`config.mk`:
```
export PLATFORM = sky130hd
export DESIGN_NAME = rgb_to_hsl_converter
export DESIGN_NICKNAME = d
export VERILOG_FILES = /design/src/rtl/rgbhsl_pkg.sv /design/src/rtl/rgb_to_hsl_converter.sv /design/src/rtl/rgbhsl_div.sv
export SDC_FILE = /design/constraint.sdc
export NUM_CORES = 2
export LEC_CHECK = 0
export ABC_CLOCK_PERIOD_IN_PS = 5500
export BUFFER_PORTS_ARGS = -buffer_cell sky130_fd_sc_hd__clkbuf_2
export CAP_MARGIN = 20
export CORE_UTILIZATION = 60
export DETAILED_ROUTE_END_ITERATION = 12
export PLACE_DENSITY = 0.76
export SYNTH_ARGS = -nofsm -noshare
export SYNTH_HDL_FRONTEND = slang
export SYNTH_SLANG_ARGS = --single-unit
```
`constraint.sdc`:
```
create_clock -name i_clk -period 5.5 [get_ports i_clk]
set_clock_uncertainty 0.05 [all_clocks]
set_input_delay 0 -clock i_clk [delete_from_list [all_inputs] [get_ports i_clk]]
set_output_delay 0 -clock i_clk [all_outputs]
set_load 0.005 [all_outputs]
```
`src/rtl/rgbhsl_pkg.sv`:
```
// Shared types and constants for the RGB to HSL converter.
`default_nettype none

package rgbhsl_pkg;

    localparam int CH_W  = 8;
    localparam int HUE_W = 9;
    localparam int FRC_W = 16;

    localparam int DIV_NW = 24;
    localparam int DIV_DW = 8;
    localparam int DIV_QW = 17;

    localparam int PIPE_DEPTH = DIV_QW + 4;

    localparam logic [23:0] LT_RECIP = 24'd8421505;
    localparam logic [8:0]  TURN_DEG = 9'd360;
    localparam logic [8:0]  SUM_MAX  = 9'd510;
    localparam logic [8:0]  CH_MAX   = 9'd255;
    localparam logic [15:0] ONE_Q15  = 16'd32768;

    typedef struct packed {
        logic [CH_W-1:0] red;
        logic [CH_W-1:0] green;
        logic [CH_W-1:0] blue;
    } t_rgb;

    typedef struct packed {
        logic [HUE_W-1:0] hue_degrees;
        logic [FRC_W-1:0] saturation;
        logic [FRC_W-1:0] lightness;
    } t_hsl;

endpackage

`default_nettype wire

```
`src/rtl/rgb_to_hsl_converter.sv`:
```
// Top level: pipelined RGB to HSL pixel converter.
// An accepted request passes stage 1, stage 2, the dividers and the output register.
// Throughput: one pixel per cycle; busy is never raised.
// Depth is set by the two 17-stage bit-per-cycle dividers for saturation and hue.
// Reset clears the valid pipeline only; no result strobes until a new request.
`default_nettype none

module rgb_to_hsl_converter (
    input  wire logic              i_clk,
    input  wire logic              i_rst_n,
    input  wire logic              start,
    input  wire rgbhsl_pkg::t_rgb  i_req,
    output logic                   busy,
    output logic                   o_valid,
    output rgbhsl_pkg::t_hsl       o_result
);

    localparam int QW    = rgbhsl_pkg::DIV_QW;
    localparam int DEPTH = rgbhsl_pkg::PIPE_DEPTH;

    typedef enum logic [1:0] {
        SEC_RED,
        SEC_GREEN,
        SEC_BLUE
    } t_sector;

    logic [DEPTH-1:0] r_vld;

    // stage 1
    logic [7:0]        r_mx, r_mn, n_mx, n_mn;
    t_sector           r_sec, n_sec;
    logic signed [8:0] r_diff, n_diff;

    // stage 2
    logic [7:0]         s_delta;
    logic [8:0]         s_sum;
    logic [8:0]         s_alt;
    logic [8:0]         r_sum;
    logic [7:0]         r_delta;
    logic [7:0]         r_den, n_den;
    logic [15:0]        r_base, n_base;
    logic signed [15:0] r_d60;
    logic [16:0]        r_d360;
    logic               r_grey;

    // divider feed
    logic signed [17:0] s_t0, s_t1;
    logic [16:0]        s_hnum;
    logic [22:0]        s_ly;
    logic [46:0]        s_lprod;
    logic [15:0]        r_lt   [0:QW];
    logic               r_gdly [0:QW];
    logic [QW-1:0]      s_sat_q, s_hue_q;

    // output
    logic [17:0]        s_sat_r;
    logic [8:0]         s_q9;
    rgbhsl_pkg::t_hsl   n_res;

    assign busy = 1'b0;

    always_ff @(posedge i_clk) begin
        if (!i_rst_n) begin
            r_vld <= '0;
        end else begin
            r_vld <= {r_vld[DEPTH-2:0], start};
        end
    end

    always_comb begin
        if (i_req.red >= i_req.green && i_req.red >= i_req.blue) begin
            n_sec  = SEC_RED;
            n_mx   = i_req.red;
            n_diff = $signed({1'b0, i_req.green}) - $signed({1'b0, i_req.blue});
        end else if (i_req.green >= i_req.blue) begin
            n_sec  = SEC_GREEN;
            n_mx   = i_req.green;
            n_diff = $signed({1'b0, i_req.blue}) - $signed({1'b0, i_req.red});
        end else begin
            n_sec  = SEC_BLUE;
            n_mx   = i_req.blue;
            n_diff = $signed({1'b0, i_req.red}) - $signed({1'b0, i_req.green});
        end
        n_mn = i_req.red;
        if (i_req.green < n_mn) begin
            n_mn = i_req.green;
        end
        if (i_req.blue < n_mn) begin
            n_mn = i_req.blue;
        end
    end

    always_ff @(posedge i_clk) begin
        r_mx   <= n_mx;
        r_mn   <= n_mn;
        r_sec  <= n_sec;
        r_diff <= n_diff;
    end

    always_comb begin
        s_delta = r_mx - r_mn;
        s_sum   = {1'b0, r_mx} + {1'b0, r_mn};
        s_alt   = rgbhsl_pkg::SUM_MAX - s_sum;
        n_den   = (s_sum <= rgbhsl_pkg::CH_MAX) ? s_sum[7:0] : s_alt[7:0];
        case (r_sec)
            SEC_RED:   n_base = '0;
            SEC_GREEN: n_base = 16'(s_delta) * 16'd120;
            SEC_BLUE:  n_base = 16'(s_delta) * 16'd240;
            default:   n_base = '0;
        endcase
    end

    always_ff @(posedge i_clk) begin
        r_sum   <= s_sum;
        r_delta <= s_delta;
        r_den   <= n_den;
        r_base  <= n_base;
        r_d60   <= 16'(r_diff) * 16'sd60;
        r_d360  <= 17'(s_delta) * 17'(rgbhsl_pkg::TURN_DEG);
        r_grey  <= (s_delta == 8'd0);
    end

    always_comb begin
        s_t0 = $signed({2'b00, r_base}) + 18'(r_d60);
        s_t1 = (s_t0 < 0) ? (s_t0 + $signed({1'b0, r_d360})) : s_t0;
        s_hnum = (s_t1 < 0) ? '0 : s_t1[16:0];
        s_ly    = {r_sum, 14'b0} + 23'd127;
        s_lprod = 47'(s_ly) * 47'(rgbhsl_pkg::LT_RECIP);
    end

    rgbhsl_div u_sat_div (
        .i_clk (i_clk),
        .i_num ({r_delta, 16'b0}),
        .i_den (r_den),
        .o_quo (s_sat_q)
    );

    rgbhsl_div u_hue_div (
        .i_clk (i_clk),
        .i_num ({7'b0, s_hnum}),
        .i_den (r_delta),
        .o_quo (s_hue_q)
    );

    always_ff @(posedge i_clk) begin
        r_lt[0]   <= s_lprod[46:31];
        r_gdly[0] <= r_grey;
        for (int k = 0; k < QW; k++) begin
            r_lt[k+1]   <= r_lt[k];
            r_gdly[k+1] <= r_gdly[k];
        end
    end

    always_comb begin
        s_sat_r = 18'(s_sat_q) + 18'd1;
        s_q9    = s_hue_q[8:0];
        n_res.lightness = r_lt[QW];
        if (r_gdly[QW]) begin
            n_res.saturation  = '0;
            n_res.hue_degrees = '0;
        end else begin
            n_res.saturation  = s_sat_r[16:1];
            n_res.hue_degrees = (s_q9 >= rgbhsl_pkg::TURN_DEG) ?
                                (s_q9 - rgbhsl_pkg::TURN_DEG) : s_q9;
        end
    end

    always_ff @(posedge i_clk) begin
        o_result <= n_res;
    end

    assign o_valid = r_vld[DEPTH-1];

    a_hue_range: assert property (@(posedge i_clk) disable iff (!i_rst_n)
        o_valid |-> o_result.hue_degrees < rgbhsl_pkg::TURN_DEG)
        else $error("hue out of range");

    a_frac_range: assert property (@(posedge i_clk) disable iff (!i_rst_n)
        o_valid |-> (o_result.saturation <= rgbhsl_pkg::ONE_Q15 &&
                     o_result.lightness <= rgbhsl_pkg::ONE_Q15))
        else $error("saturation or lightness above one");

    a_grey_hue: assert property (@(posedge i_clk) disable iff (!i_rst_n)
        (o_valid && o_result.saturation == 16'd0) |-> o_result.hue_degrees == 9'd0)
        else $error("grey pixel with nonzero hue");

    a_black: assert property (@(posedge i_clk) disable iff (!i_rst_n)
        (o_valid && o_result.lightness == 16'd0) |-> o_result.saturation == 16'd0)
        else $error("black pixel with nonzero saturation");

endmodule

`default_nettype wire

```
`src/rtl/rgbhsl_div.sv`:
```
// Pipelined restoring divider, one quotient bit per stage.
`default_nettype none

module rgbhsl_div (
    input  wire logic                             i_clk,
    input  wire logic [rgbhsl_pkg::DIV_NW-1:0]    i_num,
    input  wire logic [rgbhsl_pkg::DIV_DW-1:0]    i_den,
    output logic      [rgbhsl_pkg::DIV_QW-1:0]    o_quo
);

    localparam int NW = rgbhsl_pkg::DIV_NW;
    localparam int DW = rgbhsl_pkg::DIV_DW;
    localparam int QW = rgbhsl_pkg::DIV_QW;
    localparam int W  = (NW > DW + QW) ? NW : DW + QW;

    logic [NW-1:0] r_rem [0:QW];
    logic [DW-1:0] r_den [0:QW-1];
    logic [QW-1:0] r_quo [1:QW];

    always_ff @(posedge i_clk) begin
        r_rem[0] <= i_num;
        r_den[0] <= i_den;
    end

    for (genvar s = 0; s < QW; s++) begin : g_stage
        localparam int B = QW - 1 - s;

        logic [W-1:0]  s_sub;
        logic [W-1:0]  s_rem;
        logic [W-1:0]  s_dif;
        logic          s_take;
        logic [QW-1:0] s_qin;
        logic [QW-1:0] s_bit;

        always_comb begin
            s_sub  = (W)'(r_den[s]) << B;
            s_rem  = (W)'(r_rem[s]);
            s_dif  = s_rem - s_sub;
            s_take = (s_rem >= s_sub);
            s_bit  = s_take ? ((QW)'(1) << B) : '0;
        end

        if (s == 0) begin : g_first
            assign s_qin = '0;
        end else begin : g_rest
            assign s_qin = r_quo[s];
        end

        always_ff @(posedge i_clk) begin
            r_rem[s+1] <= s_take ? s_dif[NW-1:0] : r_rem[s];
            r_quo[s+1] <= s_qin | s_bit;
        end

        if (s + 1 < QW) begin : g_den
            always_ff @(posedge i_clk) begin
                r_den[s+1] <= r_den[s];
            end
        end
    end

    assign o_quo = r_quo[QW];

endmodule

`default_nettype wire
```
# After elaboration in Yosys (flattened, before gate mapping)
# Memory sizes are Yosys's and may differ from the RTL's. A register that Yosys moved wholly into a read port is not among the register bits.
# Cells that the tools add are included.
# Widths: inputs -> output; s select.
[classes]
add_sub_neg = 45
n_mul = 5
n_lt_le_gt_ge = 43
eq_ne = 2
mux = 80
bitwise_logic = 32
n_reduce_logical = 2
[op_table]
columns = ["operator", "n"]
rows = [
  ["$mux 24", 34],
  ["$or 17x17->17", 24],
  ["$mux 8", 7],
  ["$mux 17", 3],
  ["$ge 24x10->1", 2],
  ["$ge 24x11->1", 2],
  ["$ge 24x12->1", 2],
  ["$ge 24x13->1", 2],
  ["$ge 24x14->1", 2],
  ["$ge 24x15->1", 2],
  ["$ge 24x16->1", 2],
  ["$ge 24x17->1", 2],
  ["$ge 24x18->1", 2],
  ["$ge 24x19->1", 2],
  ["$ge 24x20->1", 2],
  ["$ge 24x21->1", 2],
  ["$ge 24x22->1", 2],
  ["$ge 24x23->1", 2],
  ["$ge 24x24->1", 2],
  ["$ge 24x8->1", 2],
  ["$ge 24x9->1", 2],
  ["$sub 24x10->24", 2],
  ["$sub 24x11->24", 2],
  ["$sub 24x12->24", 2],
  ["other kinds (57)", 101],
]
[word_totals]
reg_bits = 143
ramBits = 2020
inputBits = 27
out_inout_bits = 43
elab_cells = 231
n_memories = 8
[memory_table]
columns = ["memory", "words", "word_bits", "read_ports", "rd_ports_with_merged_regs", "wr", "line", "source"]
rows = [
  ["u_hue_div.r_rem", 18, 24, 17, 0, 18, "rgbhsl_div.sv:16", "logic [NW-1:0] r_rem [0:QW];"],
  ["u_sat_div.r_rem", 18, 24, 17, 0, 18, "rgbhsl_div.sv:16", ""],
  ["u_hue_div.r_quo", 17, 17, 17, 0, 17, "rgbhsl_div.sv:18", "logic [QW-1:0] r_quo [1:QW];"],
  ["u_sat_div.r_quo", 17, 17, 17, 0, 17, "rgbhsl_div.sv:18", ""],
  ["r_lt", 18, 16, 18, 1, 18, "rgb_to_hsl_converter.sv:51", "logic [15:0] r_lt [0:QW];"],
  ["u_hue_div.r_den", 17, 8, 17, 0, 17, "rgbhsl_div.sv:17", "logic [DW-1:0] r_den [0:QW-1];"],
  ["+2 memories", "-", "-", "-", "-", "-", "-", ""],
]

# Logic depth before layout (Yosys ltp)
[depth]
ltp_word = 5
depth_mapped = 24
ltp_nobuf = 24

# Modules after synthesis
# A second synthesis with hierarchy kept.
[hier_totals]
cells_unflattened = 6206
hier_area_um2 = 67722.5
[by_module_without_submodules]
columns = ["mod", "n_inst", "cells_each", "area_each_um2", "seq_area_each_um2"]
rows = [
  ["rgbhsl_div (u_sat_div)", 1, 2264, 24823.8, 13953.4],
  ["rgbhsl_div (u_hue_div)", 1, 2244, 24442.2, 13953.4],
  ["rgb_to_hsl_converter", 1, 1698, 18456.5, 9168.8],
]

# Worst setup path after synthesis
# Ideal clock, no wire load.
[synth_timing]
path_kind = "register to register"
from = "register r_mx[0]"
to = "register r_d360[16]"
setup_ps = 72
arrival_ps = 4605
t_required_ps = 5378
path_slack_ps = 773
stages_incl_launch_ff = 23
n_path_buf = 0
synth_period_minus_slack_ps = 4727
cell_sequence = "dfxtp_1 -> inv_1 -> ha_1 -> inv_1 -> fa_1 -> a21o_1 -> a21oi_1 -> o21bai_1 -> a21oi_1 -> xnor2_1 -> ha_1 -> fa_1 -> inv_1 -> fa_1 -> inv_1 -> ha_1 -> a21oi_1 -> o21bai_1 -> a21oi_1 -> o21ai_0 -> a21o_1 -> a21oi_1 -> xnor2_1"
[synth_between]
elab_chain_len = 2
[synth_lines]
columns = ["item", "line", "source"]
rows = [
  ["start, declared", "rgb_to_hsl_converter.sv:30", "logic [7:0] r_mx, r_mn, n_mx, n_mn;"],
  ["start signal, assigned", "rgb_to_hsl_converter.sv:94", "r_mx <= n_mx;"],
  ["$sub 8x8->8", "rgb_to_hsl_converter.sv:101", "s_delta = r_mx - r_mn;"],
  ["via s_delta[6]", "rgb_to_hsl_converter.sv:35", "logic [7:0] s_delta;"],
  ["$mul 8x6->14", "rgb_to_hsl_converter.sv:119", "r_d360 <= 17'(s_delta) * 17'(rgbhsl_pkg::TURN_DEG);"],
  ["end signal, assigned", "rgb_to_hsl_converter.sv:119", ""],
  ["end, declared", "rgb_to_hsl_converter.sv:43", "logic [16:0] r_d360;"],
]
# The timed path passes the listed nets, and every way through them passes these cells.
# A chain may end at the register's enable or synchronous reset.

# Worst setup path after layout
[layout_timing]
from = "input i_req[9] (netlist bit)"
to = "register r_mn[4]"
[layout_between]
elab_chain_len = 4
[layout_lines]
columns = ["item", "line", "source"]
rows = [
  ["start, declared", "rgb_to_hsl_converter.sv:12", "input wire rgbhsl_pkg::t_rgb i_req,"],
  ["$lt 8x8->1", "rgb_to_hsl_converter.sv:85", "if (i_req.green < n_mn) begin"],
  ["$mux 8 (*)", "rgb_to_hsl_converter.sv:85", ""],
  ["$lt 8x8->1", "rgb_to_hsl_converter.sv:88", "if (i_req.blue < n_mn) begin"],
  ["$mux 8 (*)", "rgb_to_hsl_converter.sv:88", ""],
  ["via n_mn[4]", "rgb_to_hsl_converter.sv:30", ""],
  ["end signal, assigned", "rgb_to_hsl_converter.sv:95", "r_mn <= n_mn;"],
  ["end, declared", "rgb_to_hsl_converter.sv:30", ""],
]
# Mark *: on every way through the listed nets, which the timed path passes. The rest lies on a longest branch.

==> insert_results.sql <==
INSERT INTO impl_metrics (metric_group, metric, value, unit) VALUES
('synth', 'postSynthNetCount', '6183', ''),
('setup_path', 'rr_endpoint', 'r_d360[16]', ''),
('floorplanning', 'coreArea', '0.0966', 'mm2'),
('routing', 'wire_per_inst', '14.6', 'um'),
('worst_hold_path', 'min_from', 'i_rst_n', ''),
('worst_hold_path', 'timing.hold.worst_endpoint', 'r_vld[1]', ''),
('cts', 'cts_tree', 'built', ''),
('cts', 'cts_buffers', '146', ''),
('routing', 'drt_iter0_markers', '2215', ''),
('floorplanning', 'dieArea', '0.0986', 'mm2'),
('routing', 'route.detailed.vias_per_inst', '5.28', ''),
('routing', 'vias', '38200', ''),
('global_route', 'grt_pass1_vias', '38000', ''),
('cts', 'root_buffer', 'sky130_fd_sc_hd__clkbuf_16', ''),
('synth', 'syn_area', '0.0584', 'mm2'),
('sta', 'report.final.hold_viol_count', '0', ''),
('synth', 'yosysSeqAreaShare', '52.3', '%'),
('setup_path', 'path_max_fanout', '10', ''),
('placement', 'detailed_place_hpwl', '76300', 'um'),
('routing', 'ant_nets', '0', ''),
('synth', 'yosys.cell_types.count', '89', ''),
('sta', 'post-route-min-period', '5.16', 'ns'),
('routing', 'drc', '0', ''),
('setup_path', 'worstSetupStartpointType', 'input pin', ''),
('floorplanning', 'effective_utilization_at_floorplan', '60.5', '%'),
('floorplanning', 'rows', '114', ''),
('sta', 'timing.final.crit_share', '93.9', '%'),
('setup_path', 'timing.critical_path.required', '6.13', 'ns'),
('cells_and_area', 'layout.area.seq', '0.0306', 'mm2'),
('cells_and_area', 'mostFrequentLayoutCells', 'sky130_fd_sc_hd__dfxtp_1 (1527), sky130_fd_sc_hd__inv_1 (548), sky130_fd_sc_hd__ha_1 (463), sky130_fd_sc_hd__nor2_1 (348), sky130_fd_sc_hd__nand2_1 (313)', ''),
('setup_path', 'r2r_slack', '0.37', 'ns'),
('placement', 'detailed_place.area', '0.0603', 'mm2'),
('sta', 'maxClockFrequency', '194', 'MHz'),
('placement', 'io_buffers', '68', ''),
('cts', 'clock_tree.buffer_depth', '3', ''),
('global_route', 'gr-total-overflow', '0', ''),
('synth', 'netlist_instances', '5624', ''),
('routing', 'route.final.wire_length', '106000', 'um'),
('sta', 'rsz0062_at_grt', 'false', ''),
('synth', 'number_of_enable_type_register_cells_in_the_synthesized_netlist', '0', ''),
('global_route', 'global_route_wire_length_before_repair', '175000', 'um'),
('global_route', 'grt_max_degree', '26', ''),
('worst_hold_path', 'worst_min_delay_path_category', 'input pin to register', ''),
('cts', 'cts.sinks', '1527', ''),
('worst_hold_path', 'holdPathStages', '3', ''),
('sta', 'fin_setup_tns', '0', 'ns'),
('sta', 'relSlewSlack', '31.3', '%'),
('cells_and_area', 'fillerInstances', '7110', ''),
('global_route', 'grt_antenna_before_repair', '2', ''),
('setup_path', 'critPathArrivalTime', '5.79', 'ns'),
('cts', 'cts.clk_slew.worst_paths', '0.05', 'ns'),
('cells_and_area', 'multi_input_area', '0.0256', 'mm2'),
('cells_and_area', 'antenna_cells', '0', ''),
('synth', 'postSynth.topFlopCell', 'sky130_fd_sc_hd__dfxtp_1', ''),
('cells_and_area', 'ratio_of_cells_with_drive_above_1_in_the_final_layout', '7.16', '%'),
('floorplanning', 'num_io_pins', '70', ''),
('cells_and_area', 'mostFrequentLayoutCell', 'sky130_fd_sc_hd__dfxtp_1', ''),
('floorplanning', 'die_width', '314', 'um'),
('cts', 'cts_max_level', '4', ''),
('synth', 'syn_area_per_cell', '10.4', 'um2'),
('setup_path', 'timing.reg2reg.worst_path_depth', '20', ''),
('setup_path', 'worst_r2r_startpoint', 'r_mx[0]', ''),
('synth', 'postSynthRegisterBits', '1527', ''),
('sta', 'final_max_slew_viol_count', '0', ''),
('sta', 'finalSetupViolations', '0', ''),
('cells_and_area', 'area_delta_synth_final', '12.9', '%'),
('cells_and_area', 'final_non_filler_cell_area', '0.0660', 'mm2'),
('floorplanning', 'die_y', '314', 'um'),
('placement', 'routability_congestion_estimate_from_global_placement', '0.890', ''),
('sta', 'worstMarginPinSlew', '1.02', 'ns'),
('global_route', 'globalRouteTotalUtil', '21.4', '%'),
('outcome', 'run_status', 'finished, final reports clean', ''),
('setup_path', 'timing.setup.critical_path_class', 'input pin to register', ''),
('job', 'drv.max_cap_violation_count', '0', ''),
('synth', 'synth_async_sr_flop_share', '0', '%'),
('setup_path', 'setup.worst_path.end_class', 'register', ''),
('cts', 'clk_latency', '0.75', 'ns'),
('cells_and_area', 'finalNetCount', '6411', ''),
('synth', 'ys_warn_count', '0', ''),
('routing', 'first_pass_iteration_count_of_the_detailed_router', '6', '');
Yosys cell counts (74+ instances only):
cell,count,area (um2)
sky130_fd_sc_hd__nor2_1,348,1310
sky130_fd_sc_hd__xor2_1,196,1720
sky130_fd_sc_hd__nor2b_1,97,607
sky130_fd_sc_hd__nand2b_1,74,463
sky130_fd_sc_hd__inv_1,548,2060
sky130_fd_sc_hd__ha_1,463,5790
sky130_fd_sc_hd__o21ai_0,290,1450
sky130_fd_sc_hd__nor3_1,142,711
sky130_fd_sc_hd__xnor2_1,245,2150
sky130_fd_sc_hd__dfxtp_1,1527,30600
sky130_fd_sc_hd__a21oi_1,233,1170
sky130_fd_sc_hd__nand2_1,313,1170
sky130_fd_sc_hd__nor4_1,91,569
registers in the layout (all words and copies together) (netlist names), 2 cells and up:
register and count:
r_gdly 18, r_mx 8, r_sum 8, u_sat_div.r_rem 248, u_sat_div.r_quo 153, u_hue_div.r_quo 45
r_delta 7, r_mn 8, r_vld 21, r_lt 288, u_hue_div.r_rem 368, u_sat_div.r_den 125
r_d60 14, r_base 13, u_hue_div.r_den 130, o_result 41, r_den 8, r_d360 12
r_sec 2, r_diff 9
worst max-delay path: stages:
cell	delay, ns
sky130_fd_sc_hd__dlygate4sd3_1	0.55
sky130_fd_sc_hd__clkbuf_2	0.20
sky130_fd_sc_hd__inv_1	0.10
sky130_fd_sc_hd__ha_1	0.31
sky130_fd_sc_hd__nor2b_1	0.15
sky130_fd_sc_hd__o31a_1	0.25
sky130_fd_sc_hd__o21ai_0	0.30
sky130_fd_sc_hd__a21oi_1	0.16
sky130_fd_sc_hd__o22ai_2	0.41
sky130_fd_sc_hd__mux2i_1	0.36
sky130_fd_sc_hd__ha_1	0.30
sky130_fd_sc_hd__a21o_1	0.18
sky130_fd_sc_hd__a21o_1	0.16
sky130_fd_sc_hd__a21oi_1	0.14
sky130_fd_sc_hd__buf_4	0.18
sky130_fd_sc_hd__a21boi_0	0.20
sky130_fd_sc_hd__clkinv_1	0.27
sky130_fd_sc_hd__o2bb2ai_1	0.21
sky130_fd_sc_hd__dlygate4sd3_1	0.56
sky130_fd_sc_hd__a211oi_1	0.22
sky130_fd_sc_hd__dlygate4sd3_1	0.60
layout make-up:
cell class	instances	share of cell area (%)
sequential	1527	46.4
multi-input combinational	3482	38.8
clock buffer	200	6.27
inverter	550	3.13
tap	1276	2.42
timing repair buffer	145	1.66
clock inverter	63	1.39
stage by stage:
step / util (%) / hold slack, ns / worst slack (ns) / cells
floorplan: - / 0.0773 / 0.773 / 5624
global placement: 62.4 / 0.163 / 0.382 / 6917
detailed placement: 62.4 / 0.161 / 0.338 / 6921
CTS: 68.2 / 0.195 / 0.168 / 7240
global route: 68.3 / 0.246 / 0.00667 / 7243
finish: 68.3 / 0.216 / 0.337 / 7243
repair_timing:
action                                 in CTS  in global routing
setup buffers                               0                  0
hold buffers                               56                  0
endpoints found under the hold margin      47                  0
setup endpoints to repair                   0                  2
resized for setup                           0                  1
how the worst max path moves through the flow:
stage          cells past startpoint  slack [ns]  startpoint         end
2_1_floorplan                     22        0.77     r_mx[0]  r_d360[16]
5_1_grt                           21       0.007    i_req[9]     r_mn[4]
4_1_cts                           22        0.17     r_mn[1]  r_d360[16]
3_5_place_dp                      22        0.34     r_mn[1]  r_d360[16]
6_report                          21        0.34    i_req[9]     r_mn[4]
3_3_place_gp                      22        0.38     r_mn[1]  r_d360[16]
routing by layer:
metal  track usage, %  routed length, um
met1             24.0              44200
met2             40.1              54800
met3             3.58               3860
met4             8.41               3090
met5                0                  0
kinds of logic after synthesis:
family / count (synthesis) / synth area share (%)
DFF: 1527 / 52.3
adders and majority gates: 532 / 12.3
xor gates and xnor gates: 441 / 6.61
AOI/OAI and AO/OA: 959 / 10.3
muxes: 96 / 1.73
other: 1 / 0.00642
and+or+nand+nor: 1453 / 12.8
buffers and inverters: 615 / 3.98
Power is left out: the tool's default activity adds up to more than one toggle a clock period on the data nets, which glitch-free logic cannot reach.
